<file path="config.mk">
export PLATFORM = sky130hd
export DESIGN_NAME = sckm_front
export DESIGN_NICKNAME = d
export VERILOG_FILES = /design/src/hw/rtl/sckm_pkg.sv /design/src/hw/rtl/sckm_front.sv
export SDC_FILE = /design/constraint.sdc
export NUM_CORES = 1
export LEC_CHECK = 0
export ABC_AREA = 1
export BUFFER_PORTS_ARGS = -buffer_cell sky130_fd_sc_hd__buf_4
export CAP_MARGIN = 0
export CELL_PAD_IN_SITES_DETAIL_PLACEMENT = 0
export CELL_PAD_IN_SITES_GLOBAL_PLACEMENT = 1
export CORE_UTILIZATION = 50
export DETAILED_ROUTE_END_ITERATION = 12
export PLACE_DENSITY_LB_ADDON = 0.1
export SLEW_MARGIN = 30
export SYNTH_ARGS = -nofsm -noshare
export SYNTH_HDL_FRONTEND = slang
export SYNTH_SLANG_ARGS = --single-unit
</file>
<file path="constraint.sdc">
create_clock -name clock -period 6.9 [get_ports clock]
set_input_delay 1.035 -clock clock [delete_from_list [all_inputs] [get_ports clock]]
set_output_delay 1.035 -clock clock [all_outputs]
set_load 0.02 [all_outputs]
</file>
<file path="src/hw/rtl/sckm_pkg.sv">
// Shared types, widths and codes for the scancode keymap translator.
package sckm_pkg;

   localparam int KEY_W      = 16;
   localparam int CHAR_W     = 8;
   localparam int CODE_W     = 8;
   localparam int OP_W       = 3;
   localparam int CFG_W      = 16;
   localparam int CFG_IW     = 2;
   localparam int MAP_DEPTH  = 256;
   localparam int HALF_DEPTH = MAP_DEPTH / 2;
   localparam int HALF_AW    = $clog2(HALF_DEPTH);
   localparam int CMDQ_DEPTH = 4;
   localparam int RSPQ_DEPTH = 4;

   localparam logic [OP_W-1:0] OP_SCAN       = 3'd0;
   localparam logic [OP_W-1:0] OP_LOAD_BASE  = 3'd1;
   localparam logic [OP_W-1:0] OP_LOAD_ALT   = 3'd2;
   localparam logic [OP_W-1:0] OP_LOAD_SHIFT = 3'd3;
   localparam logic [OP_W-1:0] OP_LOAD_EXT   = 3'd4;

   localparam logic [CFG_IW-1:0] CFG_EXT_PREFIX = 2'd0;
   localparam logic [CFG_IW-1:0] CFG_SHIFT_MASK = 2'd1;
   localparam logic [CFG_IW-1:0] CFG_ALT_MASK   = 2'd2;
   localparam logic [CFG_IW-1:0] CFG_CTRL_MASK  = 2'd3;

   localparam logic [KEY_W-1:0] EXT_PREFIX_RST = 16'hFFFF;
   localparam logic [KEY_W-1:0] SHIFT_MASK_RST = 16'h0100;
   localparam logic [KEY_W-1:0] ALT_MASK_RST   = 16'h0200;
   localparam logic [KEY_W-1:0] CTRL_MASK_RST  = 16'h0400;

   typedef enum logic [2:0] {
      KIND_NOP,
      KIND_SCAN,
      KIND_LOAD_BASE,
      KIND_LOAD_ALT,
      KIND_LOAD_SHIFT,
      KIND_LOAD_EXT,
      KIND_BAD_POS
   } kind_type;

   typedef struct packed {
      logic [OP_W-1:0]   op;
      logic [CODE_W-1:0] code;
      logic [CHAR_W-1:0] char_in;
      logic [KEY_W-1:0]  key_in;
   } req_type;

   typedef struct packed {
      logic              status;
      logic              event_valid;
      logic [KEY_W-1:0]  key_out;
      logic [CHAR_W-1:0] char_out;
      logic              shift_on;
      logic              alt_on;
      logic              ctrl_on;
      logic              ext_on;
      logic              pressed;
   } rsp_type;

   typedef struct packed {
      kind_type          kind;
      logic [CODE_W-1:0] code;
      logic [CHAR_W-1:0] char_in;
      logic [KEY_W-1:0]  key_in;
   } cmd_type;

   typedef struct packed {
      logic [KEY_W-1:0] ext_prefix_key;
      logic [KEY_W-1:0] shift_key_mask;
      logic [KEY_W-1:0] alt_key_mask;
      logic [KEY_W-1:0] ctrl_key_mask;
   } cfg_type;

   typedef struct packed {
      logic [KEY_W-1:0]  key;
      logic [CHAR_W-1:0] ascii;
   } var_entry_type;

   typedef struct packed {
      logic [CODE_W-1:0] pos;
      logic              pressed;
   } pos_entry_type;

   typedef struct packed {
      logic has_one;
      logic has_two;
   } rspq_status_type;

   localparam int VAR_W = $bits(var_entry_type);
   localparam int POS_W = $bits(pos_entry_type);

endpackage

</file>
<file path="src/hw/rtl/sckm_front.sv">
// Front end: accepts requests, decodes them into commands and queues them.
module sckm_front (
   input  logic              clock,
   input  logic              reset,
   input  logic              push,
   output logic              full,
   input  sckm_pkg::req_type req,
   input  logic              init_busy,
   output logic              cmd_valid,
   output sckm_pkg::cmd_type cmd,
   input  logic              cmd_pop
);
   import sckm_pkg::*;

   localparam int QAW = $clog2(CMDQ_DEPTH);
   localparam int QCW = $clog2(CMDQ_DEPTH + 1);

   cmd_type          q_ff [CMDQ_DEPTH];
   logic [QAW-1:0]   wr_ptr_ff, wr_ptr_in;
   logic [QAW-1:0]   rd_ptr_ff, rd_ptr_in;
   logic [QCW-1:0]   count_ff, count_in;
   cmd_type          dec;
   logic             do_push;
   logic             do_pop;

   always_comb begin
      dec.code    = req.code;
      dec.char_in = req.char_in;
      dec.key_in  = req.key_in;
      unique case (req.op)
         OP_SCAN:       dec.kind = KIND_SCAN;
         OP_LOAD_BASE:  dec.kind = KIND_LOAD_BASE;
         OP_LOAD_ALT:   dec.kind = req.code[CODE_W-1] ? KIND_BAD_POS : KIND_LOAD_ALT;
         OP_LOAD_SHIFT: dec.kind = req.code[CODE_W-1] ? KIND_BAD_POS : KIND_LOAD_SHIFT;
         OP_LOAD_EXT:   dec.kind = req.code[CODE_W-1] ? KIND_BAD_POS : KIND_LOAD_EXT;
         default:       dec.kind = KIND_NOP;
      endcase
   end

   // hold off requests while the keymap is being cleared
   assign full    = (count_ff == QCW'(CMDQ_DEPTH)) || init_busy;
   assign do_push = push && !full;
   assign do_pop  = cmd_pop && cmd_valid;

   assign cmd_valid = (count_ff != '0);
   assign cmd       = q_ff[rd_ptr_ff];

   always_comb begin
      wr_ptr_in = do_push ? wr_ptr_ff + 1'b1 : wr_ptr_ff;
      rd_ptr_in = do_pop  ? rd_ptr_ff + 1'b1 : rd_ptr_ff;
      count_in  = count_ff;
      if (do_push && !do_pop) begin
         count_in = count_ff + 1'b1;
      end else if (do_pop && !do_push) begin
         count_in = count_ff - 1'b1;
      end
   end

   always_ff @(posedge clock) begin
      if (do_push) begin
         q_ff[wr_ptr_ff] <= dec;
      end
   end

   always_ff @(posedge clock) begin
      if (reset) begin
         wr_ptr_ff <= '0;
         rd_ptr_ff <= '0;
         count_ff  <= '0;
      end else begin
         wr_ptr_ff <= wr_ptr_in;
         rd_ptr_ff <= rd_ptr_in;
         count_ff  <= count_in;
      end
   end

endmodule

</file>
==> impl_metrics.toml <==
[run_status]
status = "completed"

[setup_path]
crit_fanout = 36
crit_arrival_ns = 2.14
timing.critical_path.to_type = "primary output"
cp-start-kind = "flop"
worstSetupPathType = "flop to primary output"
worstPathRequired_ns = 5.86

[timing]
slew_viol_final = 0
fin_crit_ns = 3.18
hold_viol_final = 0
finalCritPeriodShare_pct = 46.0
fmax_mhz = 315
finalSetupTns_ns = 0
maxSlewHeadroom_pct = 49.4
tightestPinTransition_ns = 0.759
finalSetupViolations = 0
rsz0062_at_grt = "no"
fin_skew_ns = 0.00560

[finish]
antenna_cells = 0
syn_to_final_growth_pct = 23.6
final.fill_count = 825
multi_input_area_um2 = 1200
regArea_um2 = 4390
drive_above_1_share_pct = 25.3
final_nets = 550
final_area_um2 = 7170

[yosys]
synth_cells = 423
syn_nets = 469
synth_seq_cells = 149
synth.distinct_cells = 23
synth_top_area_share_pct = 72.5
synth_largest_area_cell = "edfxtp_1"
syn_area_um2 = 5800
synthTopCellsByArea = "edfxtp_1, nor2_1, o21ai_1"
synth_area_per_cell_um2 = 13.7
yosysWarnings = 0
ys_seq_area_share_pct = 75.6

[floorplanning]
die_h_um = 110
coreArea_um2 = 11100
die_w_um = 110
pin_count = 77
dieArea_um2 = 12000
start_util_pct = 52.3
rows = 38

[pwr]
power.total_mw = 2.67
power.switching_mw = 0.817
internal-power_mw = 1.86
combPwrFrac_pct = 26.6
switching_share_pct = 30.6
power_density_nw_per_um2 = 373
clock_power_share_pct = 33.2
p_seq_share_pct = 40.1
ir_worst_vdd_mv = 0.214
p_leak_nw = 2.59

[detailed_routing]
dr_total_vias = 3519
routed_wl_um = 10800
drt_iter0_drc = 235
routed_via_density = 5.36
wl_per_cell_um = 16.4
post-route-drc-count = 0
dr.pass1.iters = 4
ant_nets = 0

[flow_run]
drv.max_cap_violation_count = 0

[cts]
cts_hold_buffers = 0
cts-root-buf = "clkbuf_16"
cts_resized = 0
htree_levels = 4
numClockSinks = 149
clock_latency_ns = 0.41
cts_tree = "built"
ctsLongestPathBuffers = 2
numCtsBuffers = 17
post_cts_buffers = 0
clkTransAtPathRegs_ns = 0.06

[placement]
dpl_cell_area_um2 = 6570
place.gp.congestion = 0.722
port_buffers = 76
dp_hpwl_um = 6550

[global_route]
grt_overflow = 0
busiest_layer = "met2"
met1_usage_pct = 24.7
grt_max_degree = 71
grt_pass1_vias = 3396
use_met2_pct = 31.8
antenna_found_initial = 0
grt_first_pass_wirelength_um = 16900
grt_usage_pct = 19.5
met3_usage_pct = 5.28

[min_path]
hp-class = "flop to flop"
-- cell usage after synthesis --
library cell and number:
buf_2 7, inv_4 1, fa_1 1, buf_4 10, nand3_2 1, o21ai_0 21, nand3_1 3, o21ai_1 44
xor2_1 1, inv_2 1, dfxtp_1 9, maj3_1 1, nand2_1 20, nand4_1 2, a21oi_1 4, o22ai_1 35
nor2_2 1, buf_6 4, inv_1 20, nor2_1 83, edfxtp_1 140, ha_1 5, o21ai_2 9
-- through the flow --
step                      setup slack, ns  hold slack, ns  std cells  utilization [%]
after floorplan                      3.70           0.459        423                -
after global placement               4.01           0.483        620             58.1
after detailed placement             4.14           0.493        625             59.3
after CTS                            3.70           0.503        657             64.7
after global routing                 3.50           0.532        657             64.7
final                                3.72           0.502        657             64.7
-- cell families (layout without fill, tap and decap cells) --
family / count (synthesis) / count (layout) / share of synthesized area [%]
AO/OA/AOI/OAI: 113 / 113 / 11.1
adder cells (fa/ha/maj): 7 / 7 / 1.60
buffers and inverters: 43 / 137 / 4.14
AND/OR/NAND/NOR: 110 / 110 / 7.42
flip-flops: 149 / 149 / 75.6
XOR/XNOR: 1 / 1 / 0.151
-- sequential cells by signal (all words and copies together), names as in the netlist, named ones only --
register	count
rd_ptr_ff	2
count_ff	3
wr_ptr_ff	2
q_ff	140
-- layout make-up --
type	instances	area share, %
timing repair buffer	83	10.1
multi-input combinational	231	16.8
clock inverter	10	1.33
clock buffer	22	6.93
sequential	149	61.2
tap	140	2.44
inverter	22	1.19
-- final timing paths --
kind	start	to	slack [ns]	depth (start not counted)
worst max-delay path	flop	cmd[11]	3.72	5
worst min-delay path	rd_ptr_ff[1]	flop	0.50	2
worst max register to register	count_ff[0]	count_ff[2]	4.84	13
worst min register to register	rd_ptr_ff[1]	flop	0.50	2
-- power groups by stage --
stage	Combinational [mW]	Sequential (mW)	Clock [mW]
finish	0.713	1.07	0.889
global route	0.781	1.08	0.944
CTS	0.722	1.07	0.903
detailed placement	0.721	1.09	0
global placement	0.699	1.09	0
floorplan	0.468	1.09	0
-- cells in the final DEF, fill, tap and decap left out, drive strengths merged --
cell      synthesis  final
edfxtp          140    140
nor2             84     84
buf              21     83
o21ai            74     74
o22ai            35     35
inv              22     22
clkbuf            0     22
nand2            20     20
dfxtp             9      9
ha                5      5
clkinvlp          0      5
a21oi             4      4
nand3             4      4
clkinv            0      4
nand4             2      2
maj3              1      1
xor2              1      1
fa                1      1
bufinv            0      1
-- layer usage --
layer | wire, um | vias to the layer above
li1 | - | 1708
met5 | 0 | -
met2 | 5360 | 90
met4 | 193 | 0
met3 | 523 | 20
met1 | 4720 | 1701
-- critical path, stage by stage, from the launching register on --
cell and delay (ns):
dfxtp_1 0.30, buf_4 0.25, inv_2 0.57, o21ai_0 0.23, o22ai_1 0.19, buf_4 0.17
Note: power is estimated with default switching activity, not from simulation.
