==> config.mk <==
export PLATFORM = sky130hd
export DESIGN_NAME = sckm_rspq
export DESIGN_NICKNAME = d
export VERILOG_FILES = /design/src/hw/rtl/sckm_pkg.sv /design/src/hw/rtl/sckm_rspq.sv
export SDC_FILE = /design/constraint.sdc
export NUM_CORES = 1
export LEC_CHECK = 0
export ABC_AREA = 0
export BUFFER_PORTS_ARGS = -buffer_cell sky130_fd_sc_hd__buf_4
export CORE_UTILIZATION = 50
export CTS_CLUSTER_SIZE = 40
export DETAILED_ROUTE_END_ITERATION = 10
export PLACE_DENSITY = 0.77
export REMOVE_ABC_BUFFERS = 1
export SYNTH_ARGS = -nofsm -noshare
export SYNTH_HDL_FRONTEND = slang
export SYNTH_SLANG_ARGS = --single-unit
==> constraint.sdc <==
create_clock -name clock -period 2.23 [get_ports clock]
set_input_delay 0.1115 -clock clock [delete_from_list [all_inputs] [get_ports clock]]
set_output_delay 0.1115 -clock clock [all_outputs]
set_load 0.05 [all_outputs]
==> src/hw/rtl/sckm_pkg.sv <==
// Shared types, widths and codes for the scancode keymap translator.
package sckm_pkg;

   localparam int KEY_W      = 16;
   localparam int CHAR_W     = 8;
   localparam int CODE_W     = 8;
   localparam int OP_W       = 3;
   localparam int CFG_W      = 16;
   localparam int CFG_IW     = 2;
   localparam int MAP_DEPTH  = 256;
   localparam int HALF_DEPTH = MAP_DEPTH / 2;
   localparam int HALF_AW    = $clog2(HALF_DEPTH);
   localparam int CMDQ_DEPTH = 4;
   localparam int RSPQ_DEPTH = 4;

   localparam logic [OP_W-1:0] OP_SCAN       = 3'd0;
   localparam logic [OP_W-1:0] OP_LOAD_BASE  = 3'd1;
   localparam logic [OP_W-1:0] OP_LOAD_ALT   = 3'd2;
   localparam logic [OP_W-1:0] OP_LOAD_SHIFT = 3'd3;
   localparam logic [OP_W-1:0] OP_LOAD_EXT   = 3'd4;

   localparam logic [CFG_IW-1:0] CFG_EXT_PREFIX = 2'd0;
   localparam logic [CFG_IW-1:0] CFG_SHIFT_MASK = 2'd1;
   localparam logic [CFG_IW-1:0] CFG_ALT_MASK   = 2'd2;
   localparam logic [CFG_IW-1:0] CFG_CTRL_MASK  = 2'd3;

   localparam logic [KEY_W-1:0] EXT_PREFIX_RST = 16'hFFFF;
   localparam logic [KEY_W-1:0] SHIFT_MASK_RST = 16'h0100;
   localparam logic [KEY_W-1:0] ALT_MASK_RST   = 16'h0200;
   localparam logic [KEY_W-1:0] CTRL_MASK_RST  = 16'h0400;

   typedef enum logic [2:0] {
      KIND_NOP,
      KIND_SCAN,
      KIND_LOAD_BASE,
      KIND_LOAD_ALT,
      KIND_LOAD_SHIFT,
      KIND_LOAD_EXT,
      KIND_BAD_POS
   } kind_type;

   typedef struct packed {
      logic [OP_W-1:0]   op;
      logic [CODE_W-1:0] code;
      logic [CHAR_W-1:0] char_in;
      logic [KEY_W-1:0]  key_in;
   } req_type;

   typedef struct packed {
      logic              status;
      logic              event_valid;
      logic [KEY_W-1:0]  key_out;
      logic [CHAR_W-1:0] char_out;
      logic              shift_on;
      logic              alt_on;
      logic              ctrl_on;
      logic              ext_on;
      logic              pressed;
   } rsp_type;

   typedef struct packed {
      kind_type          kind;
      logic [CODE_W-1:0] code;
      logic [CHAR_W-1:0] char_in;
      logic [KEY_W-1:0]  key_in;
   } cmd_type;

   typedef struct packed {
      logic [KEY_W-1:0] ext_prefix_key;
      logic [KEY_W-1:0] shift_key_mask;
      logic [KEY_W-1:0] alt_key_mask;
      logic [KEY_W-1:0] ctrl_key_mask;
   } cfg_type;

   typedef struct packed {
      logic [KEY_W-1:0]  key;
      logic [CHAR_W-1:0] ascii;
   } var_entry_type;

   typedef struct packed {
      logic [CODE_W-1:0] pos;
      logic              pressed;
   } pos_entry_type;

   typedef struct packed {
      logic has_one;
      logic has_two;
   } rspq_status_type;

   localparam int VAR_W = $bits(var_entry_type);
   localparam int POS_W = $bits(pos_entry_type);

endpackage

==> src/hw/rtl/sckm_rspq.sv <==
// Result queue between the back end and the consumer.
module sckm_rspq (
   input  logic                      clock,
   input  logic                      reset,
   input  logic                      push,
   input  sckm_pkg::rsp_type         wdata,
   output sckm_pkg::rspq_status_type status,
   output logic                      empty,
   input  logic                      pop,
   output sckm_pkg::rsp_type         rdata
);
   import sckm_pkg::*;

   localparam int QAW = $clog2(RSPQ_DEPTH);
   localparam int QCW = $clog2(RSPQ_DEPTH + 1);

   rsp_type        q_ff [RSPQ_DEPTH];
   logic [QAW-1:0] wr_ptr_ff, wr_ptr_in;
   logic [QAW-1:0] rd_ptr_ff, rd_ptr_in;
   logic [QCW-1:0] count_ff, count_in;
   logic           do_pop;

   assign empty          = (count_ff == '0);
   assign rdata          = q_ff[rd_ptr_ff];
   assign do_pop         = pop && !empty;
   assign status.has_one = (count_ff < QCW'(RSPQ_DEPTH));
   assign status.has_two = (count_ff < QCW'(RSPQ_DEPTH - 1));

   always_comb begin
      wr_ptr_in = push   ? wr_ptr_ff + 1'b1 : wr_ptr_ff;
      rd_ptr_in = do_pop ? rd_ptr_ff + 1'b1 : rd_ptr_ff;
      count_in  = count_ff;
      if (push && !do_pop) begin
         count_in = count_ff + 1'b1;
      end else if (do_pop && !push) begin
         count_in = count_ff - 1'b1;
      end
   end

   always_ff @(posedge clock) begin
      if (push) begin
         q_ff[wr_ptr_ff] <= wdata;
      end
   end

   always_ff @(posedge clock) begin
      if (reset) begin
         wr_ptr_ff <= '0;
         rd_ptr_ff <= '0;
         count_ff  <= '0;
      end else begin
         wr_ptr_ff <= wr_ptr_in;
         rd_ptr_ff <= rd_ptr_in;
         count_ff  <= count_in;
      end
   end

endmodule

==> results of run 1 <==
metal layers:
| metal | track usage, % | share of wire (%) |
|---|---|---|
| met3 | 6.35 | 4.7 |
| met1 | 22.2 | 44 |
| met5 | 0 | 0 |
| met2 | 28.7 | 50 |
| met4 | 5.69 | 1.0 |
synthesized netlist by cell type:
library cell  instances  area [um^2]
o31ai_4               1         21.3
o311ai_1              1         8.76
xor2_1                4         35.0
mux2i_1               2         20.0
ha_1                  5         62.6
and2_1                4         25.0
mux4_1                1         26.3
clkbuf_1              1         3.75
edfxtp_1            124         3720
dfxtp_1               9          180
xnor2_1               1         8.76
buf_6                 3         33.8
a21oi_1               2         10.0
o21ai_0               1         5.00
or3_1                 1         6.26
buf_2                 3         15.0
mux4_2               30          676
fa_1                  1         20.0
nor3_1                1         5.00
inv_1                 4         15.0
nor2_1                7         26.3
placed cells by master, fill, tap and decap left out:
| cell | count |
|---|---|
| edfxtp_1 | 124 |
| buf_4 | 71 |
| dlygate4sd3_1 | 35 |
| mux4_2 | 30 |
| clkbuf_16 | 16 |
| nor2_1 | 7 |
| dfxtp_1 | 7 |
| ha_1 | 5 |
| inv_1 | 4 |
| and2_2 | 4 |
| xor2_1 | 4 |
| clkinv_4 | 4 |
| buf_12 | 4 |
| clkinvlp_4 | 3 |
| a21oi_1 | 2 |
| mux2i_1 | 2 |
| dfxtp_2 | 2 |
| bufinv_16 | 2 |
| inv_6 | 2 |
| clkbuf_1 | 2 |
| nor3_1 | 1 |
| o31ai_4 | 1 |
| mux4_1 | 1 |
| xnor2_1 | 1 |
| o311ai_1 | 1 |
| o21ai_0 | 1 |
| or3_1 | 1 |
| fa_1 | 1 |
| clkbuf_8 | 1 |
| inv_8 | 1 |
| clkinv_2 | 1 |
worst max-delay path: stages (launching register included):
cell and delay (ns):
dfxtp_2 0.33, buf_4 0.35, mux4_2 0.58, buf_4 0.21
through the flow:
| stage | setup slack [ns] | hold slack, ns |
|---|---|---|
| 2_1_floorplan | -0.233 | 0.181 |
| 3_3_place_gp | 0.293 | 0.312 |
| 3_5_place_dp | 0.205 | 0.314 |
| 4_1_cts | 0.0786 | 0.322 |
| 5_1_grt | 0.0193 | 0.327 |
| 6_report | 0.133 | 0.346 |
kinds of logic (layout without fill, tap and decap cells):
family	count (synthesis)	count (layout)	share of synthesized area (%)
XOR/XNOR	5	5	0.889
buffers and inverters	11	146	1.37
AO/OA/AOI/OAI	5	5	0.914
multiplexers	33	33	14.7
AND/OR/NAND/NOR	13	13	1.27
flip-flops	133	133	79.2
adder cells (fa/ha/maj)	6	6	1.68
worst paths after layout:
check | to | slack (ns) | cells past startpoint
worst max-delay path | rdata[12] | 0.13 | 3
worst min register to register | flop | 0.54 | 2
worst min-delay path | q_ff[2][15] | 0.35 | 2
worst max register to register | count_ff[2] | 0.15 | 7
final cells by class:
type                    instances  share of cell area [%]
multi-input cells              62                    14.6
clock inverters                13                    2.30
inverters                       4                   0.228
repair buffers                110                    14.6
clock buffers                  19                    6.41
well taps                     129                    2.45
flip-flops and latches        133                    59.4
sequential cells by signal, indices dropped and copies added, names as in the netlist, named ones only:
register   flops
q_ff         124
count_ff       3
rd_ptr_ff      2
wr_ptr_ff      2
repair_timing:
item | in CTS | in global routing
endpoints found under the hold margin | 133 | 0
buffers inserted | 0 | 0
hold buffers | 35 | 0
power breakdown:
| part | total, mW | switching, mW | leakage [nW] | internal (mW) |
|---|---|---|---|---|
| Sequential | 2.98 | 0.0880 | 1.21 | 2.89 |
| Clock | 2.64 | 1.03 | 0.271 | 1.61 |
| Combinational | 2.38 | 1.46 | 0.818 | 0.913 |
| Total | 8.00 | 2.58 | 2.30 | 5.41 |
==> out/metrics.cfg, run 1 <==
[hold_path]
min-delay-start=wdata[15]
hold_class=input pin to flop

[grt]
grt_max_degree=32
grt_usage_pct=17.6
grt_pass1_wl_um=12800
antenna_found_initial=0
grt_pass1_vias=2507
grt_overflow=0

[cts]
cts-resized-gates=0
cts-root-buf=clkbuf_8
clock-sinks=133
clk_latency_ns=0.51
clk_pin_slew_ns=0.06
cts_max_level=4
numCtsBuffers=17
cts_buffer_depth=2
cts_tree=done

[placement]
place_area_um2=5660
placement.io_buffers=68
dpl.hpwl_um=4680
routabilityCongestion=0.735
dp_cells=403

[synth]
synth.avg_cell_area_um2=23.9
yosys_warnings=0
seq_area_frac_synth_pct=79.2
ys_seq_elements=133
synth_cell_types=21
syn_inst=206
synth_area_um2=4930

[final_layout]
fin_area_um2=6580
antenna_cells=0
area_delta_synth_final_pct=33.5
drive_above_1_share_pct=41.6
multi_input_area_um2=961
fin_util_pct=70.2
fillers=612
fin_cells=470
seq_area_um2=3910
final_nets=369

[power_and_ir_drop]
ir_drop_uv=847
power_mw=8.00
p_leak_nw=2.30
power_density_nw_per_um2=1220

[run]
cap_viol_max_count=0

[timing]
grt_setup_unrepaired=false
period_share_pct=94.0
hold_violations=0
finalSetupTns_ns=0
fmax_mhz=477
slew_viol_final=0
setup_viol=0
period_needed_ns=2.10
maxSlewHeadroom_pct=68.8
skew_ns=0.0133
worst_pin_slew_ns=0.468

[worst_setup_path]
crit_arrival_ns=1.99
worstPathRequired_ns=2.12
r2r-start=count_ff[1]
end_kind=output pin
startpoint_type=flop
path_class=flop to output pin
path_max_fanout=19

[routing]
wl_per_cell_um=17.5
wl_um=8200
first_pass_iters=4
vias=2418
postRouteAntennaNets=0
drc=0
drt_iter0_drc=129
vias_per_cell=5.14

[die]
die_x_um=101
rows=35
die_area_um2=10300
fp.dieH_um=101
core_area_um2=9370
io_pins=69
initial_core_util_pct=52.6

[run_status]
status=completed

(Power assumes the default switching activity.)
==> run 2: changes to the inputs <==
--- a/config.mk
+++ b/config.mk
@@ -7,11 +7,10 @@
 export LEC_CHECK = 0
 export ABC_AREA = 0
 export BUFFER_PORTS_ARGS = -buffer_cell sky130_fd_sc_hd__buf_4
-export CORE_UTILIZATION = 50
+export CORE_UTILIZATION = 56
 export CTS_CLUSTER_SIZE = 40
 export DETAILED_ROUTE_END_ITERATION = 10
-export PLACE_DENSITY = 0.77
-export REMOVE_ABC_BUFFERS = 1
+export PLACE_DENSITY = 0.84
 export SYNTH_ARGS = -nofsm -noshare
 export SYNTH_HDL_FRONTEND = slang
 export SYNTH_SLANG_ARGS = --single-unit
==> out/metrics.cfg, run 2 (same netlist as run 1, synthesis figures left out) <==
[run_status]
status=completed  ; unchanged

[power_and_ir_drop]
p_leak_nw=2.33  ; was 2.30 nW
power_density_nw_per_um2=1240  ; was 1220 nW/um^2
ir_drop_uv=719  ; was 847 uV

[die]
core_area_um2=8380  ; was 9370 um^2
rows=33  ; was 35
initial_core_util_pct=58.8  ; was 52.6%
fp.dieH_um=95.8  ; was 101 um
die_area_um2=9180  ; was 10,300 um^2
io_pins=69  ; unchanged
die_x_um=95.8  ; was 101 um

[hold_path]
min-delay-start=wdata[21]  ; was wdata[15]
hold_class=input pin to flop  ; unchanged
holdPathStages=2  ; unchanged
holdPathEnd=q_ff[3][21]  ; was q_ff[2][15]

[cts]
cts_buffer_depth=2  ; unchanged
clk_latency_ns=0.51  ; about the same
cts_tree=done  ; unchanged
clk_pin_slew_ns=0.06  ; about the same
clock-sinks=133  ; unchanged
numCtsBuffers=17  ; unchanged
cts-root-buf=clkbuf_8  ; unchanged
cts_max_level=4  ; unchanged

[final_layout]
fin_util_pct=78.5  ; was 70.2%
layout_commonest_cell=edfxtp_1  ; unchanged
area_delta_synth_final_pct=33.6  ; was 33.5%
final_cell_mix=edfxtp_1 (124), buf_4 (71), dlygate4sd3_1 (35), mux4_2 (30), clkbuf_16 (16)  ; unchanged
regMostFlops=q_ff  ; unchanged
final_nets=370  ; was 369
top_regs=q_ff: 124 flops, count_ff: 3 flops  ; unchanged
drive_above_1_share_pct=42.1  ; was 41.6%
largest_reg_flops=124  ; unchanged
fillers=430  ; was 612
antenna_cells=0  ; unchanged

[worst_setup_path]
rr_worst_depth=7  ; unchanged
crit_arrival_ns=1.96  ; was 1.99 ns
path_class=flop to output pin  ; unchanged
crit-reg2reg-capture=count_ff[2]  ; unchanged
path_max_fanout=19  ; unchanged
startpoint_type=flop  ; unchanged
r2r-start=count_ff[1]  ; unchanged
critPathSlowestCell=mux4_1  ; was mux4_2
worstPathRequired_ns=2.12  ; about the same
rrSetupSlack_ns=0.17  ; was 0.15 ns
crit_family=multiplexers  ; unchanged
worstPathBufferInverterCount=2  ; unchanged
worstPathCellList=buf_6 -> mux4_1 -> buf_4  ; was buf_4 -> mux4_2 -> buf_4
end_kind=output pin  ; unchanged
max_stage_delay_ns=0.61  ; was 0.58 ns

[placement]
placement.io_buffers=68  ; unchanged
routabilityCongestion=0.686  ; was 0.735
placement.setup.worst_slack_ns=0.205  ; about the same
dpl.hpwl_um=5300  ; was 4680 um

[grt]
grt_overflow=0  ; unchanged
grt_usage_pct=22.4  ; was 17.6%
antenna_found_initial=0  ; unchanged
grt_max_degree=26  ; was 32
grt_pass1_vias=2608  ; was 2,507
grt_pass1_wl_um=13800  ; was 12,800 um

[routing]
wl_per_cell_um=21.0  ; was 17.5 um
wl_um=9410  ; was 8200 um
vias=2487  ; was 2,418
vias_per_cell=5.56  ; was 5.14
drc=0  ; unchanged
drt_iter0_drc=117  ; was 129
postRouteAntennaNets=0  ; unchanged
first_pass_iters=4  ; unchanged

[run]
cap_viol_max_count=0  ; unchanged

[timing]
finalSetupTns_ns=0  ; unchanged
skew_ns=0.00900  ; was 0.0133 ns
slew_viol_final=0  ; unchanged
setup_viol=0  ; unchanged
fin_ws_ns=0.162  ; was 0.133 ns
fmax_mhz=484  ; was 477 MHz
worst_pin_slew_ns=0.495  ; was 0.468 ns
grt_setup_unrepaired=false  ; unchanged
hold_violations=0  ; unchanged
period_needed_ns=2.07  ; was 2.10 ns
maxSlewHeadroom_pct=67.0  ; was 68.8%
period_share_pct=92.7  ; was 94.0%

[synth]
syn-num-nets=247

[run 2: worst max path at each step]
stage | start | endpoint | slack (ns) | cells past startpoint
final | flop | rdata[20] | 0.16 | 3
after detailed placement | count_ff[1] | count_ff[2] | 0.21 | 7
after global placement | count_ff[1] | count_ff[2] | 0.29 | 7
after global routing | flop | rdata[20] | 0.08 | 3
after floorplan | count_ff[1] | count_ff[2] | 0.34 | 7
after CTS | flop | rdata[20] | 0.03 | 3
[run 2: power by group]
part	internal, mW	switching, mW	leakage [nW]
clock	1.71	1.03	0.290
sequential	2.89	0.0997	1.21
combinational	0.920	1.48	0.823
[run 2: metal layers]
layer  GRT usage (%)  vias up  share of wire [%]
li1                -     1106                  -
met4            10.3        0                3.1
met1            26.7     1265                 40
met2            37.3       94                 52
met3            7.35       22                4.8
met5               0        -                  0
[run 2: what timing repair did]
item | in CTS | in global routing
setup buffers | 0 | 0
gates resized for setup | 0 | 1
endpoints found under the hold margin | 133 | 0
hold buffers | 35 | 0
endpoints found under the setup margin | 0 | 1
[run 2: metrics by stage]
step / power (mW) / hold WS (ns) / instance area [um^2] / cells
after floorplan: 4.76 / 0.210 / 4930 / 206
after global placement: 5.34 / 0.312 / 5630 / 380
after detailed placement: 5.38 / 0.314 / 5630 / 380
after CTS: 8.18 / 0.326 / 6580 / 447
after global routing: 8.42 / 0.323 / 6580 / 447
final: 8.14 / 0.348 / 6580 / 447
[run 2: final cells by class]
class	instances	area (um^2)	area share, %
well taps	105	131	2.00
inverters	4	15.0	0.228
multi-input cells	62	961	14.6
clock inverters	15	181	2.76
clock buffers	17	414	6.29
flip-flops and latches	133	3910	59.3
repair buffers	111	975	14.8
==> run 3: changes to the inputs <==
--- a/config.mk
+++ b/config.mk
@@ -8,6 +8,7 @@
 export ABC_AREA = 0
 export BUFFER_PORTS_ARGS = -buffer_cell sky130_fd_sc_hd__buf_4
 export CORE_UTILIZATION = 56
+export CTS_BUF_LIST = sky130_fd_sc_hd__clkbuf_2
 export CTS_CLUSTER_SIZE = 40
 export DETAILED_ROUTE_END_ITERATION = 10
 export PLACE_DENSITY = 0.84
==> out/metrics.cfg, run 3 (same netlist as run 1, synthesis figures left out) <==
[grt]
grt_pass1_wl_um=12900  ; was 13,800 um
antenna_found_initial=0  ; unchanged
grt_usage_pct=20.8  ; was 22.4%
grt_pass1_vias=2550  ; was 2,608
grt_max_degree=26  ; unchanged
grt_overflow=0  ; unchanged

[die]
rows=33  ; unchanged
initial_core_util_pct=58.8  ; unchanged
core_area_um2=8380  ; unchanged
die_area_um2=9180  ; unchanged
fp.dieH_um=95.8  ; unchanged
die_x_um=95.8  ; unchanged
io_pins=69  ; unchanged

[timing]
grt_setup_unrepaired=true  ; was false
hold_violations=0  ; unchanged
maxSlewHeadroom_pct=65.9  ; was 67.0%
holdWs_ns=0.153  ; was 0.348 ns
slew_viol_final=0  ; unchanged
fmax_mhz=462  ; was 484 MHz
period_share_pct=97.2  ; was 92.7%
setup_viol=0  ; unchanged
period_needed_ns=2.17  ; was 2.07 ns
skew_ns=0.0207  ; was 0.00900 ns
worst_pin_slew_ns=0.512  ; was 0.495 ns

[worst_setup_path]
rr_worst_depth=5  ; was 7
crit_arrival_ns=2.78  ; was 1.96 ns
startpoint_type=flop  ; unchanged
path_class=flop to flop  ; was flop to output pin
path_max_fanout=6  ; was 19
end_kind=flop  ; was output pin
r2r-start=count_ff[1]  ; unchanged
crit-reg2reg-capture=count_ff[2]  ; unchanged
worstPathRequired_ns=2.85  ; was 2.12 ns
rrSetupSlack_ns=0.06  ; was 0.17 ns

[cts]
cts_max_level=4  ; unchanged
cts_tree=done  ; unchanged
clock-sinks=133  ; unchanged
clk_pin_slew_ns=0.20  ; was 0.06 ns
numCtsBuffers=17  ; unchanged
cts-root-buf=clkbuf_2  ; was clkbuf_8
cts_buffer_depth=2  ; unchanged
clk_latency_ns=0.68  ; was 0.51 ns

[placement]
placement.io_buffers=68  ; unchanged
routabilityCongestion=0.686  ; unchanged
dpl.hpwl_um=5300  ; unchanged
place_area_um2=5630  ; unchanged

[routing]
drc=0  ; unchanged
postRouteAntennaNets=0  ; unchanged
first_pass_iters=4  ; unchanged
vias_per_cell=5.52  ; was 5.56
vias=2480  ; was 2,487
drt_iter0_drc=132  ; was 117
wl_per_cell_um=19.9  ; was 21.0 um
wl_um=8940  ; was 9410 um

[final_layout]
top_regs=q_ff: 124 flops, count_ff: 3 flops  ; unchanged
seq_area_um2=3910  ; about the same
layout_commonest_cell=edfxtp_1  ; unchanged
drive_above_1_share_pct=43.3  ; was 42.1%
largest_reg_flops=124  ; unchanged
area_delta_synth_final_pct=29.8  ; was 33.6%
final_cell_mix=edfxtp_1 (124), buf_4 (51), dlygate4sd3_1 (36), mux4_2 (31), buf_6 (19)  ; was edfxtp_1 (124), buf_4 (71), dlygate4sd3_1 (35), mux4_2 (30), clkbuf_16 (16)
final_nets=372  ; was 370
fin_area_um2=6400  ; was 6580 um^2
multi_input_area_um2=970  ; was 961 um^2
antenna_cells=0  ; unchanged
fillers=473  ; was 430
regMostFlops=q_ff  ; unchanged

[synth]
syn-num-nets=247  ; unchanged

[hold_path]
min-delay-start=wdata[30]  ; was wdata[21]
hold_class=input pin to flop  ; unchanged
holdPathEnd=q_ff[2][30]  ; was q_ff[3][21]
holdPathStages=2  ; unchanged

[power_and_ir_drop]
power_density_nw_per_um2=1120  ; was 1240 nW/um^2
ir_drop_uv=722  ; was 719 uV
p_leak_nw=2.24  ; was 2.33 nW

[run_status]
status=completed  ; unchanged

[run]
cap_viol_max_count=0  ; unchanged

run 3: area by class of cell:
class                      count  share of cell area, %
sequential                   133                   61.2
timing repair buffer         113                   17.2
multi-input combinational     62                   15.2
clock inverter                15                   2.84
tap                          105                   2.05
clock buffer                  17                   1.33
inverter                       4                  0.235
run 3: power breakdown:
part,leakage (nW),switching [mW],total (mW),internal [mW]
clock network,0.156,0.884,1.52,0.632
logic,0.864,1.51,2.62,1.11
registers,1.21,0.112,3.01,2.90
run 3: per-layer routing:
| layer | routed length [um] | part of all wire (%) | global-route usage [%] |
|---|---|---|---|
| met1 | 3490 | 39 | 24.6 |
| met2 | 4680 | 52 | 34.6 |
| met3 | 579 | 6.5 | 7.11 |
| met4 | 190 | 2.1 | 9.58 |
| met5 | 0 | 0 | 0 |
run 3: timing repair:
| action | CTS | global route |
|---|---|---|
| hold buffers | 36 | 0 |
| resized for setup | 2 | 28 |
| pin swaps | 0 | 0 |
| gates cloned | 0 | 1 |
| setup endpoints to repair | 24 | 32 |
| endpoints found under the hold margin | 138 | 0 |
| setup buffers | 0 | 0 |
run 3: critical path: stages (launching register included):
cell	delay, ns
dfxtp_2	0.41
o31ai_4	0.32
ha_4	0.26
dlygate4sd3_1	0.60
or3_1	0.37
a21oi_1	0.14
run 3: metrics by stage:
stage | std cells | setup slack (ns) | total power [mW] | setup TNS, ns | utilization (%)
final | 449 | 0.0633 | 7.14 | 0 | 76.3
after detailed placement | 380 | 0.205 | 5.38 | 0 | 67.2
after global routing | 449 | -0.0152 | 7.44 | -0.0809 | 76.3
after floorplan | 206 | 0.340 | 4.76 | 0 | -
after global placement | 380 | 0.291 | 5.34 | 0 | 67.2
after CTS | 448 | -0.0396 | 6.96 | -0.317 | 74.8
run 3: worst max-delay path by stage:
stage / startpoint / end / cells after the start
6_report: count_ff[1] / count_ff[2] / 5
3_5_place_dp: count_ff[1] / count_ff[2] / 7
5_1_grt: flop / rdata[14] / 3
4_1_cts: flop / rdata[22] / 3
2_1_floorplan: count_ff[1] / count_ff[2] / 7
3_3_place_gp: count_ff[1] / count_ff[2] / 7
