**src/hw/rtl/sckm_pkg.sv**
```systemverilog
// Shared types, widths and codes for the scancode keymap translator.
package sckm_pkg;

   localparam int KEY_W      = 16;
   localparam int CHAR_W     = 8;
   localparam int CODE_W     = 8;
   localparam int OP_W       = 3;
   localparam int CFG_W      = 16;
   localparam int CFG_IW     = 2;
   localparam int MAP_DEPTH  = 256;
   localparam int HALF_DEPTH = MAP_DEPTH / 2;
   localparam int HALF_AW    = $clog2(HALF_DEPTH);
   localparam int CMDQ_DEPTH = 4;
   localparam int RSPQ_DEPTH = 4;

   localparam logic [OP_W-1:0] OP_SCAN       = 3'd0;
   localparam logic [OP_W-1:0] OP_LOAD_BASE  = 3'd1;
   localparam logic [OP_W-1:0] OP_LOAD_ALT   = 3'd2;
   localparam logic [OP_W-1:0] OP_LOAD_SHIFT = 3'd3;
   localparam logic [OP_W-1:0] OP_LOAD_EXT   = 3'd4;

   localparam logic [CFG_IW-1:0] CFG_EXT_PREFIX = 2'd0;
   localparam logic [CFG_IW-1:0] CFG_SHIFT_MASK = 2'd1;
   localparam logic [CFG_IW-1:0] CFG_ALT_MASK   = 2'd2;
   localparam logic [CFG_IW-1:0] CFG_CTRL_MASK  = 2'd3;

   localparam logic [KEY_W-1:0] EXT_PREFIX_RST = 16'hFFFF;
   localparam logic [KEY_W-1:0] SHIFT_MASK_RST = 16'h0100;
   localparam logic [KEY_W-1:0] ALT_MASK_RST   = 16'h0200;
   localparam logic [KEY_W-1:0] CTRL_MASK_RST  = 16'h0400;

   typedef enum logic [2:0] {
      KIND_NOP,
      KIND_SCAN,
      KIND_LOAD_BASE,
      KIND_LOAD_ALT,
      KIND_LOAD_SHIFT,
      KIND_LOAD_EXT,
      KIND_BAD_POS
   } kind_type;

   typedef struct packed {
      logic [OP_W-1:0]   op;
      logic [CODE_W-1:0] code;
      logic [CHAR_W-1:0] char_in;
      logic [KEY_W-1:0]  key_in;
   } req_type;

   typedef struct packed {
      logic              status;
      logic              event_valid;
      logic [KEY_W-1:0]  key_out;
      logic [CHAR_W-1:0] char_out;
      logic              shift_on;
      logic              alt_on;
      logic              ctrl_on;
      logic              ext_on;
      logic              pressed;
   } rsp_type;

   typedef struct packed {
      kind_type          kind;
      logic [CODE_W-1:0] code;
      logic [CHAR_W-1:0] char_in;
      logic [KEY_W-1:0]  key_in;
   } cmd_type;

   typedef struct packed {
      logic [KEY_W-1:0] ext_prefix_key;
      logic [KEY_W-1:0] shift_key_mask;
      logic [KEY_W-1:0] alt_key_mask;
      logic [KEY_W-1:0] ctrl_key_mask;
   } cfg_type;

   typedef struct packed {
      logic [KEY_W-1:0]  key;
      logic [CHAR_W-1:0] ascii;
   } var_entry_type;

   typedef struct packed {
      logic [CODE_W-1:0] pos;
      logic              pressed;
   } pos_entry_type;

   typedef struct packed {
      logic has_one;
      logic has_two;
   } rspq_status_type;

   localparam int VAR_W = $bits(var_entry_type);
   localparam int POS_W = $bits(pos_entry_type);

endpackage

```
**src/hw/rtl/sckm_csr.sv**
```systemverilog
// Configuration registers: extended-prefix key and modifier key masks.
module sckm_csr (
   input  logic                        clock,
   input  logic                        reset,
   input  logic                        wr_en,
   input  logic [sckm_pkg::CFG_IW-1:0] index,
   input  logic [sckm_pkg::CFG_W-1:0]  wdata,
   output sckm_pkg::cfg_type           cfg
);
   import sckm_pkg::*;

   cfg_type cfg_ff;
   cfg_type cfg_in;

   always_comb begin
      cfg_in = cfg_ff;
      if (wr_en) begin
         unique case (index)
            CFG_EXT_PREFIX: cfg_in.ext_prefix_key = KEY_W'(wdata);
            CFG_SHIFT_MASK: cfg_in.shift_key_mask = KEY_W'(wdata);
            CFG_ALT_MASK:   cfg_in.alt_key_mask   = KEY_W'(wdata);
            CFG_CTRL_MASK:  cfg_in.ctrl_key_mask  = KEY_W'(wdata);
            default:        cfg_in = cfg_ff;
         endcase
      end
   end

   always_ff @(posedge clock) begin
      if (reset) begin
         cfg_ff.ext_prefix_key <= EXT_PREFIX_RST;
         cfg_ff.shift_key_mask <= SHIFT_MASK_RST;
         cfg_ff.alt_key_mask   <= ALT_MASK_RST;
         cfg_ff.ctrl_key_mask  <= CTRL_MASK_RST;
      end else begin
         cfg_ff <= cfg_in;
      end
   end

   assign cfg = cfg_ff;

endmodule

```
**config.mk**
```make
export PLATFORM = sky130hd
export DESIGN_NAME = sckm_csr
export DESIGN_NICKNAME = d
export VERILOG_FILES = /design/src/hw/rtl/sckm_pkg.sv /design/src/hw/rtl/sckm_csr.sv
export SDC_FILE = /design/constraint.sdc
export NUM_CORES = 1
export LEC_CHECK = 0
export ABC_AREA = 1
export CORE_MARGIN = 2
export CORE_UTILIZATION = 56
export CTS_CLUSTER_SIZE = 20
export DETAILED_ROUTE_END_ITERATION = 10
export DONT_BUFFER_PORTS = 1
export HOLD_SLACK_MARGIN = 0.05
export PLACE_DENSITY_LB_ADDON = 0.2
export RECOVER_POWER = 100
export SYNTH_ARGS = -nofsm -noshare
export SYNTH_HDL_FRONTEND = slang
export SYNTH_SLANG_ARGS = --single-unit
```
**constraint.sdc**
```tcl
create_clock -name clock -period 1 [get_ports clock]
set_clock_uncertainty 0.1 [all_clocks]
set_input_delay 0.25 -clock clock [delete_from_list [all_inputs] [get_ports clock]]
set_output_delay 0.25 -clock clock [all_outputs]
set_load 0.03 [all_outputs]
```
==> flow_metrics.env, run 1 <==
export IMPL_cts_made_buffers=9
export IMPL_die_w_um=72.1
export IMPL_insertion_delay_ns=0.35
export IMPL_r2r_slack_ns=-0.02
export IMPL_overflow=0
export IMPL_grt_max_degree=35
export IMPL_path_class="reg2out"
export IMPL_reg2regPathDepth=6
export IMPL_drive_gt1_share_pct=34.4
export IMPL_antenna_found_initial=0
export IMPL_fillCellCount=134
export IMPL_power_w=0.00643
export IMPL_hold_end="cfg[51]"
export IMPL_ys_ff_latch=64
export IMPL_cts_tree="done"
export IMPL_crit_family="flip-flops"
export IMPL_detail_route_antenna_nets=0
export IMPL_hold_buffers=16
export IMPL_multi_input_area_um2=996
export IMPL_end_kind="primary output"
export IMPL_tightest_slew_ns=0.364
export IMPL_cp_arrival_ns=0.88
export IMPL_status="finished, violations left"
export IMPL_cts_max_path_buffers=2
export IMPL_core_area_um2=4410
export IMPL_relSlewSlack_pct=75.6
export IMPL_initial_core_util_pct=58.8
export IMPL_rsz0062_at_grt="yes"
export IMPL_worstHoldStart="wr_en"
export IMPL_final_setup_viol_count=70
export IMPL_rr_startpoint="cfg[12]"
export IMPL_dp_hpwl_mm=4.46
export IMPL_slowest_stage="dfxtp_2"
export IMPL_grt_first_pass_wirelength_mm=12.8
export IMPL_wl_per_cell_um=20.5
export IMPL_io_pins=85
export IMPL_placed_area_um2=3520
export IMPL_cp_buffers_inverters=1
export IMPL_synth_cell_types=16
export IMPL_avgSynthCellArea_um2=6.96
export IMPL_final_area_um2=4140
export IMPL_grt_use_total_pct=32.9
export IMPL_cp_start_kind="flop"
export IMPL_drt_iter0_markers=359
export IMPL_finalMaxSlewViolations=0
export IMPL_path_clk_slew_ns=0.08
export IMPL_critPathRequiredTime_ns=0.65
export IMPL_hold_class="in2reg"
export IMPL_violations="negative hold slack, negative setup slack"
export IMPL_antenna_cells=0
export IMPL_drc=0
export IMPL_vdd_drop_max_uv=1470
export IMPL_routed_via_density=5.82
export IMPL_syn_area_um2=2590
export IMPL_clock_sinks=64
export IMPL_die_area_um2=5190
export IMPL_cp_max_fo=2
export IMPL_critPathMaxStageDelay_ns=0.39
export IMPL_largest_register_ffs=64
export IMPL_holdPathStages=2
export IMPL_vias=2927
export IMPL_p_per_area_nw_per_um2=1560
export IMPL_clock_root_buffer="clkbuf_8"
export IMPL_fin_nets=467
export IMPL_yosys_warnings=0
export IMPL_yosysSeqAreaShare_pct=49.4
export IMPL_gp_congestion=0.776
export IMPL_synth_nets=394
export IMPL_first_global_vias=2666
export IMPL_setup_ws_ns=-0.230
export IMPL_drt_total_wl_mm=10.3
export IMPL_hold_viol=10
export IMPL_die_y_um=72.1
export IMPL_area_growth_pct=59.4
export IMPL_fin_crit_sh_pct=123
export IMPL_cellLeakagePower_nw=2.07
export IMPL_register_area_um2=1410
export IMPL_port_buffers=0
export IMPL_post_route_min_period_ns=1.23
export IMPL_crit_path_cell_trace="buf_12"
export IMPL_synth_cells=373
export IMPL_drt_pass1_iter_count=6
export IMPL_timing_hold_ws_ns=-0.0458
export IMPL_fp_row_count=24
export IMPL_drv_cap=0
export IMPL_max_freq_mhz=813
export IMPL_timing_rr_end="cfg[12]"
export IMPL_place_worst_setup_slack_ns=-0.0195
export IMPL_htree_levels=3
what timing repair did:
item | CTS | global route
gates resized for setup | 84 | 7
hold endpoints to repair | 64 | 19
setup endpoints to repair | 64 | 69
setup buffers | 4 | 10
where the power goes:
part           leakage, nW  switching, W  internal, W
registers            0.543      0.000221      0.00268
logic                 1.43      0.000623     0.000563
clock network        0.101       0.00107      0.00128
cells in the mapped netlist:
cell | number | area (µm²)
buf_2 | 2 | 10.0
inv_2 | 1 | 3.75
nor2_2 | 3 | 18.8
dfxtp_1 | 64 | 1280
nand2_1 | 109 | 409
buf_1 | 2 | 7.51
nand4_1 | 3 | 18.8
buf_4 | 5 | 37.5
nor2_1 | 87 | 327
nand3_1 | 35 | 175
nor2_4 | 1 | 11.3
nand3_2 | 3 | 30.0
inv_1 | 47 | 176
clkbuf_1 | 4 | 15.0
nand2_2 | 1 | 6.26
buf_6 | 6 | 67.6
worst register-to-register path, stage by stage, from the launching register on:
cell and delay, ns:
dfxtp_2 0.34, buf_4 0.13, buf_4 0.13, inv_2 0.05, nand2_1 0.05, nand2_1 0.07, nor2_1 0.04
through the flow:
step | utilization [%] | instances | hold slack (ns) | setup TNS, ns
2_1_floorplan | - | 373 | 0.285 | 0
3_3_place_gp | 79.7 | 457 | 0.286 | 0
3_5_place_dp | 79.7 | 457 | 0.293 | -0.0330
4_1_cts | 91.7 | 493 | -0.0514 | -10.28
5_1_grt | 93.7 | 503 | -0.0448 | -11.90
6_report | 93.7 | 503 | -0.0458 | -10.58
per-layer routing:
layer / global-route usage (%) / part of all wire [%] / wire length [µm]
met1: 31.7 / 33 / 3420
met4: 13.4 / 5.6 / 578
met3: 13.1 / 8.8 / 909
met5: 0 / 0 / 0
met2: 61.6 / 53 / 5430
cells by family after synthesis:
kind of cell           synth area share (%)
AND/OR/NAND/NOR                        38.4
buffers and inverters                  12.2
flip-flops                             49.4
cells in the final DEF (no fill, tap or decap):
master	instances
inv_1	46
nor2_1	87
buf_4	15
nand4_1	3
clkinv_2	2
dfxtp_2	43
nand3_1	35
inv_2	2
dlygate4sd3_1	12
nand2_2	1
nand2_1	109
clkinvlp_4	2
buf_12	49
dlymetal6s4s_1	4
dfxtp_4	21
nand3_2	3
buf_6	1
nor2_4	1
clkbuf_8	11
nor2_2	3
bufinv_16	1
worst max path at each step:
stage,startpoint,endpoint,slack (ns),cells after the start
6_report,cfg[3],cfg[3],-0.23,1
5_1_grt,cfg[3],cfg[3],-0.24,1
4_1_cts,cfg[46],cfg[46],-0.20,1
3_5_place_dp,index[0],cfg[62],-0.02,4
3_3_place_gp,index[0],cfg[52],0.05,4
2_1_floorplan,index[0],cfg[48],0.006,5
cell type report:
type | count | area share [%]
multi-input combinational | 242 | 24.1
sequential | 64 | 34.2
inverter | 48 | 4.36
clock inverter | 5 | 1.33
tap | 52 | 1.57
clock buffer | 11 | 3.66
timing repair buffer | 81 | 30.8
Power figures use the tool's default switching activity.
==> inputs of run 2 (changes only) <==
--- a/config.mk
+++ b/config.mk
@@ -6,7 +6,7 @@
 export NUM_CORES = 1
 export LEC_CHECK = 0
 export ABC_AREA = 1
-export CORE_MARGIN = 2
+export CORE_MARGIN = 8
 export CORE_UTILIZATION = 56
 export CTS_CLUSTER_SIZE = 20
 export DETAILED_ROUTE_END_ITERATION = 10
@@ -14,6 +14,7 @@
 export HOLD_SLACK_MARGIN = 0.05
 export PLACE_DENSITY_LB_ADDON = 0.2
 export RECOVER_POWER = 100
+export SKIP_LAST_GASP = 1
 export SYNTH_ARGS = -nofsm -noshare
 export SYNTH_HDL_FRONTEND = slang
 export SYNTH_SLANG_ARGS = --single-unit
==> run 2 against run 1 <==
  * The flow still finishes with violations (negative hold slack, negative setup slack)
  * Utilization shrank 1.5 points
  * Highest routed layer unchanged
  * Non-clock buffer count is 3 lower
  * Sequential power is essentially flat
  * Via count is 7.3% lower
  * Fmax rose by 3.2%
==> flow_metrics.env, run 2 (synthesized netlist as in run 1, its figures left out) <==
export IMPL_status="finished, violations left"
export IMPL_violations="negative hold slack, negative setup slack"
export IMPL_grt_first_pass_wirelength_mm=13.7
export IMPL_drt_pass1_iter_count=5
export IMPL_htree_levels=3
export IMPL_wl_per_cell_um=18.9
export IMPL_pwr_share_seq_pct=46.0
export IMPL_crit_family="flip-flops"
export IMPL_largest_register_ffs=64
export IMPL_end_kind="primary output"
export IMPL_finalMaxSlewViolations=0
export IMPL_p_int_w=0.00450
export IMPL_critPathRequiredTime_ns=0.65
export IMPL_first_global_vias=2744
export IMPL_fp_row_count=24
export IMPL_tns_ns=-9.34
export IMPL_switching_share_pct=28.4
export IMPL_fin_nets=464
export IMPL_gp_congestion=0.742
export IMPL_grt_max_degree=32
export IMPL_drive_gt1_share_pct=33.5
export IMPL_rr_startpoint="cfg[20]"
export IMPL_detail_route_antenna_nets=0
export IMPL_die_area_um2=7070
export IMPL_cp_max_fo=2
export IMPL_insertion_delay_ns=0.34
export IMPL_rsz0062_at_grt="yes"
export IMPL_drc=0
export IMPL_clock_root_buffer="clkbuf_8"
export IMPL_vias=2714
export IMPL_cp_buffers_inverters=1
export IMPL_setup_ws_ns=-0.192
export IMPL_cellLeakagePower_nw=2.03
export IMPL_port_buffers=0
export IMPL_max_freq_mhz=839
export IMPL_cp_start_kind="flop"
export IMPL_worstHoldStart="wr_en"
export IMPL_cp_arrival_ns=0.84
export IMPL_final_common_cell="nand2_1"
export IMPL_core_area_um2=4410
export IMPL_p_sw_w=0.00179
export IMPL_die_y_um=84.1
export IMPL_combPwrFrac_pct=18.0
export IMPL_antenna_found_initial=0
export IMPL_fin_crit_sh_pct=119
export IMPL_relSlewSlack_pct=77.0
export IMPL_critPathMaxStageDelay_ns=0.37
export IMPL_path_class="reg2out"
export IMPL_post_route_min_period_ns=1.19
export IMPL_final_cell_mix="nand2_1, nor2_1, inv_1, buf_12, dfxtp_2"
export IMPL_timing_hold_ws_ns=-0.0321
export IMPL_drt_total_wl_mm=9.46
export IMPL_slowest_stage="dfxtp_2"
export IMPL_dp_hpwl_mm=5.15
export IMPL_area_growth_pct=56.8
export IMPL_cts_max_path_buffers=2
export IMPL_cts_tree="done"
export IMPL_io_pins=85
export IMPL_drt_iter0_markers=184
export IMPL_crit_path_cell_trace="buf_12"
export IMPL_grt_use_total_pct=24.5
export IMPL_tightest_slew_ns=0.344
export IMPL_path_clk_slew_ns=0.07
export IMPL_crit_start="cfg[45]"
export IMPL_hold_class="in2reg"
export IMPL_p_per_area_nw_per_um2=1550
export IMPL_routed_via_density=5.43
export IMPL_clkPwrFrac_pct=36.0
export IMPL_hold_buffers=16
export IMPL_overflow=0
export IMPL_hold_viol=12
export IMPL_cts_made_buffers=9
export IMPL_die_w_um=84.1
export IMPL_initial_core_util_pct=58.8
export IMPL_clock_sinks=64
export IMPL_final_setup_viol_count=66
export IMPL_drv_cap=0
export IMPL_fin_util_pct=92.2
export IMPL_antenna_cells=0
export IMPL_vdd_drop_max_uv=1400
## run 2: cell count changes in the layout (fill, tap and decap cells not counted), moves of 2 or more
cell,before,now
buf_12,49,45
buf_4,15,12
clkinvlp_4,2,0
clkbuf_1,0,2
dlygate4sd3_1,12,14
dlymetal6s4s_1,4,2
buf_6,1,5
## run 2: through the flow
stage	instance area, µm²	power [W]	std cells	hold WS, ns	setup slack [ns]
2_1_floorplan	2600	0.00341	373	0.285	0.00628
3_3_place_gp	3480	0.00386	458	0.286	0.0493
3_5_place_dp	3480	0.00389	458	0.294	-0.00814
4_1_cts	4010	0.00620	494	-0.0301	-0.181
5_1_grt	4070	0.00647	500	-0.0366	-0.223
6_report	4070	0.00629	500	-0.0321	-0.192
## run 2: routing by layer
metal  routed length [µm]  track usage (%)  part of all wire [%]  vias up
met1                 3030             20.4                    32     1295
met2                 5210             47.4                    55      135
met3                  839             9.86                   8.9       34
met4                  376             13.0                   4.0        0
met5                    0                0                     0        -
li1                     -                -                     -     1250
## run 2: cell type report
class | count | area, µm²
sequential | 64 | 1410
timing repair buffer | 78 | 1210
multi-input combinational | 242 | 998
fill | 171 | 345
inverter | 48 | 180
clock buffer | 13 | 159
tap | 52 | 65.1
clock inverter | 3 | 40.0
## run 2: path summary, 6_finish.rpt
kind                            slack [ns]      end  depth (start not counted)
worst min-delay path                 -0.03  cfg[54]                          2
worst min register to register        0.44   cfg[9]                          4
worst max register to register        0.06  cfg[20]                          5
worst max-delay path                 -0.19  cfg[45]                          1
## run 2: power groups by stage
stage          clock (W)  combinational, W  sequential, W
6_report         0.00226           0.00113        0.00290
5_1_grt          0.00237           0.00120        0.00291
4_1_cts          0.00224           0.00107        0.00289
3_5_place_dp           0          0.000947        0.00295
3_3_place_gp           0          0.000915        0.00294
2_1_floorplan          0          0.000339        0.00307
## run 2: repair_timing
| action | CTS | global route |
|---|---|---|
| setup endpoints to repair | 64 | 67 |
| pin swaps | 0 | 0 |
| hold endpoints to repair | 64 | 19 |
| buffers inserted | 4 | 6 |
| resized for setup | 88 | 5 |
==> inputs of run 3 (changes only) <==
--- a/config.mk
+++ b/config.mk
@@ -6,8 +6,9 @@
 export NUM_CORES = 1
 export LEC_CHECK = 0
 export ABC_AREA = 1
+export ABC_CLOCK_PERIOD_IN_PS = 1230
 export CORE_MARGIN = 8
-export CORE_UTILIZATION = 56
+export CORE_UTILIZATION = 62
 export CTS_CLUSTER_SIZE = 20
 export DETAILED_ROUTE_END_ITERATION = 10
 export DONT_BUFFER_PORTS = 1
==> constraint.sdc (replaced) <==
create_clock -name clock -period 1.23 [get_ports clock]
set_clock_uncertainty 0.1 [all_clocks]
set_input_delay 0.3075 -clock clock [delete_from_list [all_inputs] [get_ports clock]]
set_output_delay 0.3075 -clock clock [all_outputs]
set_load 0.02 [all_outputs]
==> run 3 against run 2 <==
  * Sequential cell count did not move
  * Critical endpoint is now cfg[40]
  * Critical path depth increased by 2
  * Final cell count down 12%
  * Routed wire length down 31%
  * Via count shrank 20%
  * Non-clock buffer count is 53 lower
  * Clock-buffer cell count decreased by 1
  * Largest power group unchanged
  * Combinational power decreased by 64%
  * The run ends with negative setup slack left
  * Highest routed layer unchanged
==> flow_metrics.env, run 3 (synthesized netlist as in run 1, its figures left out) <==
export IMPL_violations="negative setup slack"
export IMPL_combPwrFrac_pct=9.3
export IMPL_final_setup_viol_count=2
export IMPL_final_cells=442
export IMPL_hold_viol=0
export IMPL_grt_use_total_pct=20.1
export IMPL_p_sw_w=0.00118
export IMPL_routed_via_density=4.92
export IMPL_final_area_um2=2990
export IMPL_cp_arrival_ns=1.42
export IMPL_pwr_share_seq_pct=55.5
export IMPL_grt_max_degree=41
export IMPL_post_route_min_period_ns=1.24
export IMPL_switching_share_pct=27.1
export IMPL_core_area_um2=4030
export IMPL_wl_per_cell_um=14.8
export IMPL_hold_class="in2reg"
export IMPL_dp_hpwl_mm=4.22
export IMPL_antenna_found_initial=0
export IMPL_placed_area_um2=2620
export IMPL_cp_max_fo=13
export IMPL_die_area_um2=6510
export IMPL_first_global_vias=1992
export IMPL_finalMaxSlewViolations=0
export IMPL_max_freq_mhz=804
export IMPL_fin_crit_sh_pct=101
export IMPL_drc=0
export IMPL_drive_gt1_share_pct=12.2
export IMPL_post_cts_buffers=0
export IMPL_insertion_delay_ns=0.33
export IMPL_overflow=0
export IMPL_fin_util_pct=74.3
export IMPL_grt_first_pass_wirelength_mm=10.0
export IMPL_detail_route_antenna_nets=0
export IMPL_cp_start_kind="input port"
export IMPL_relSlewSlack_pct=68.8
export IMPL_tns_ns=-0.0144
export IMPL_fp_row_count=23
export IMPL_gp_congestion=0.773
export IMPL_cts_made_buffers=9
export IMPL_crit_path_cell_trace="dlygate4sd3_1 > nand4_1 > nand3_1"
export IMPL_power_w=0.00433
export IMPL_vias=2175
export IMPL_die_y_um=80.7
export IMPL_drt_iter0_markers=192
export IMPL_fin_nets=411
export IMPL_vdd_drop_max_uv=876
export IMPL_htree_levels=3
export IMPL_slowest_stage="dlygate4sd3_1"
export IMPL_tightest_slew_ns=0.467
export IMPL_area_growth_pct=15.3
export IMPL_path_class="in2reg"
export IMPL_drt_pass1_iter_count=5
export IMPL_initial_core_util_pct=64.4
export IMPL_clock_root_buffer="clkbuf_8"
export IMPL_p_int_w=0.00316
export IMPL_drt_total_wl_mm=6.54
export IMPL_final_common_cell="nand2_1"
export IMPL_port_buffers=0
export IMPL_io_pins=85
export IMPL_setup_ws_ns=-0.0134
export IMPL_clkPwrFrac_pct=35.2
export IMPL_critPathMaxStageDelay_ns=0.83
export IMPL_clock_sinks=64
export IMPL_critPathRequiredTime_ns=1.40
export IMPL_cts_max_path_buffers=2
export IMPL_p_per_area_nw_per_um2=1450
export IMPL_status="finished, violations left"
export IMPL_end_kind="flop"
export IMPL_path_clk_slew_ns=0.06
export IMPL_placed_cells=410
export IMPL_final_cell_mix="nand2_1, nor2_1, inv_1, dfxtp_1, nand3_1"
export IMPL_cellLeakagePower_nw=1.56
export IMPL_cts_tree="done"
export IMPL_die_w_um=80.7
export IMPL_antenna_cells=0
export IMPL_largest_register_ffs=64
export IMPL_drv_cap=0
==> run 3: cell count changes in the layout (fill, tap and decap cells not counted), moves of 2 or more <==
| cell | change |
|---|---|
| dlygate4sd3_1 | +5 |
| buf_4 | -10 |
| dlymetal6s4s_1 | -2 |
| buf_12 | -41 |
| dfxtp_2 | -22 |
| dfxtp_1 | +43 |
| buf_6 | -5 |
| dfxtp_4 | -21 |
==> run 3: final cells by class <==
type                       count  area, µm²
clock buffer                  12        155
clock inverter                 1       5.00
fill                         332       1040
inverter                      48        180
multi-input combinational    242        996
sequential                    64       1310
tap                           50       62.6
timing repair buffer          25        285
==> run 3: critical path, delay by kind of cell <==
family	cells	cell delay (ns)
buffers and inverters	1	0.83
AND/OR/NAND/NOR	2	0.27
==> run 3: power groups by stage <==
stage                     registers, W  logic (W)  clock network (W)
after detailed placement       0.00245   0.000310                  0
after global routing           0.00242   0.000460            0.00164
after global placement         0.00245   0.000298                  0
after floorplan                0.00241   0.000274                  0
after CTS                      0.00240   0.000390            0.00156
final                          0.00240   0.000402            0.00153
==> run 3: timing repair <==
| item | CTS | global route |
|---|---|---|
| endpoints found under the setup margin | 1 | 20 |
| endpoints found under the hold margin | 64 | 11 |
| hold buffers | 17 | 2 |
| gates resized for setup | 1 | 20 |
==> run 3: final timing paths <==
kind	startpoint	endpoint	slack [ns]	cells after the start
min reg2reg	cfg[40]	cfg[40]	0.43	2
max	wr_en	cfg[40]	-0.01	3
max reg2reg	cfg[6]	cfg[6]	0.33	4
min	wr_en	cfg[62]	0.04	2
==> run 3: through the flow <==
stage	setup WS, ns	hold WS, ns
after floorplan	0.159	0.342
after CTS	0.000769	0.0233
after detailed placement	0.111	0.350
after global placement	0.168	0.344
final	-0.0134	0.0367
after global routing	-0.0534	0.0581
==> run 3: per-layer routing <==
metal | up-vias | wire length, µm | GRT usage [%]
met2 | 68 | 3350 | 33.8
met1 | 964 | 2450 | 20.9
li1 | 1137 | - | -
met5 | - | 0 | 0
met3 | 6 | 689 | 10.3
met4 | 0 | 60 | 6.96
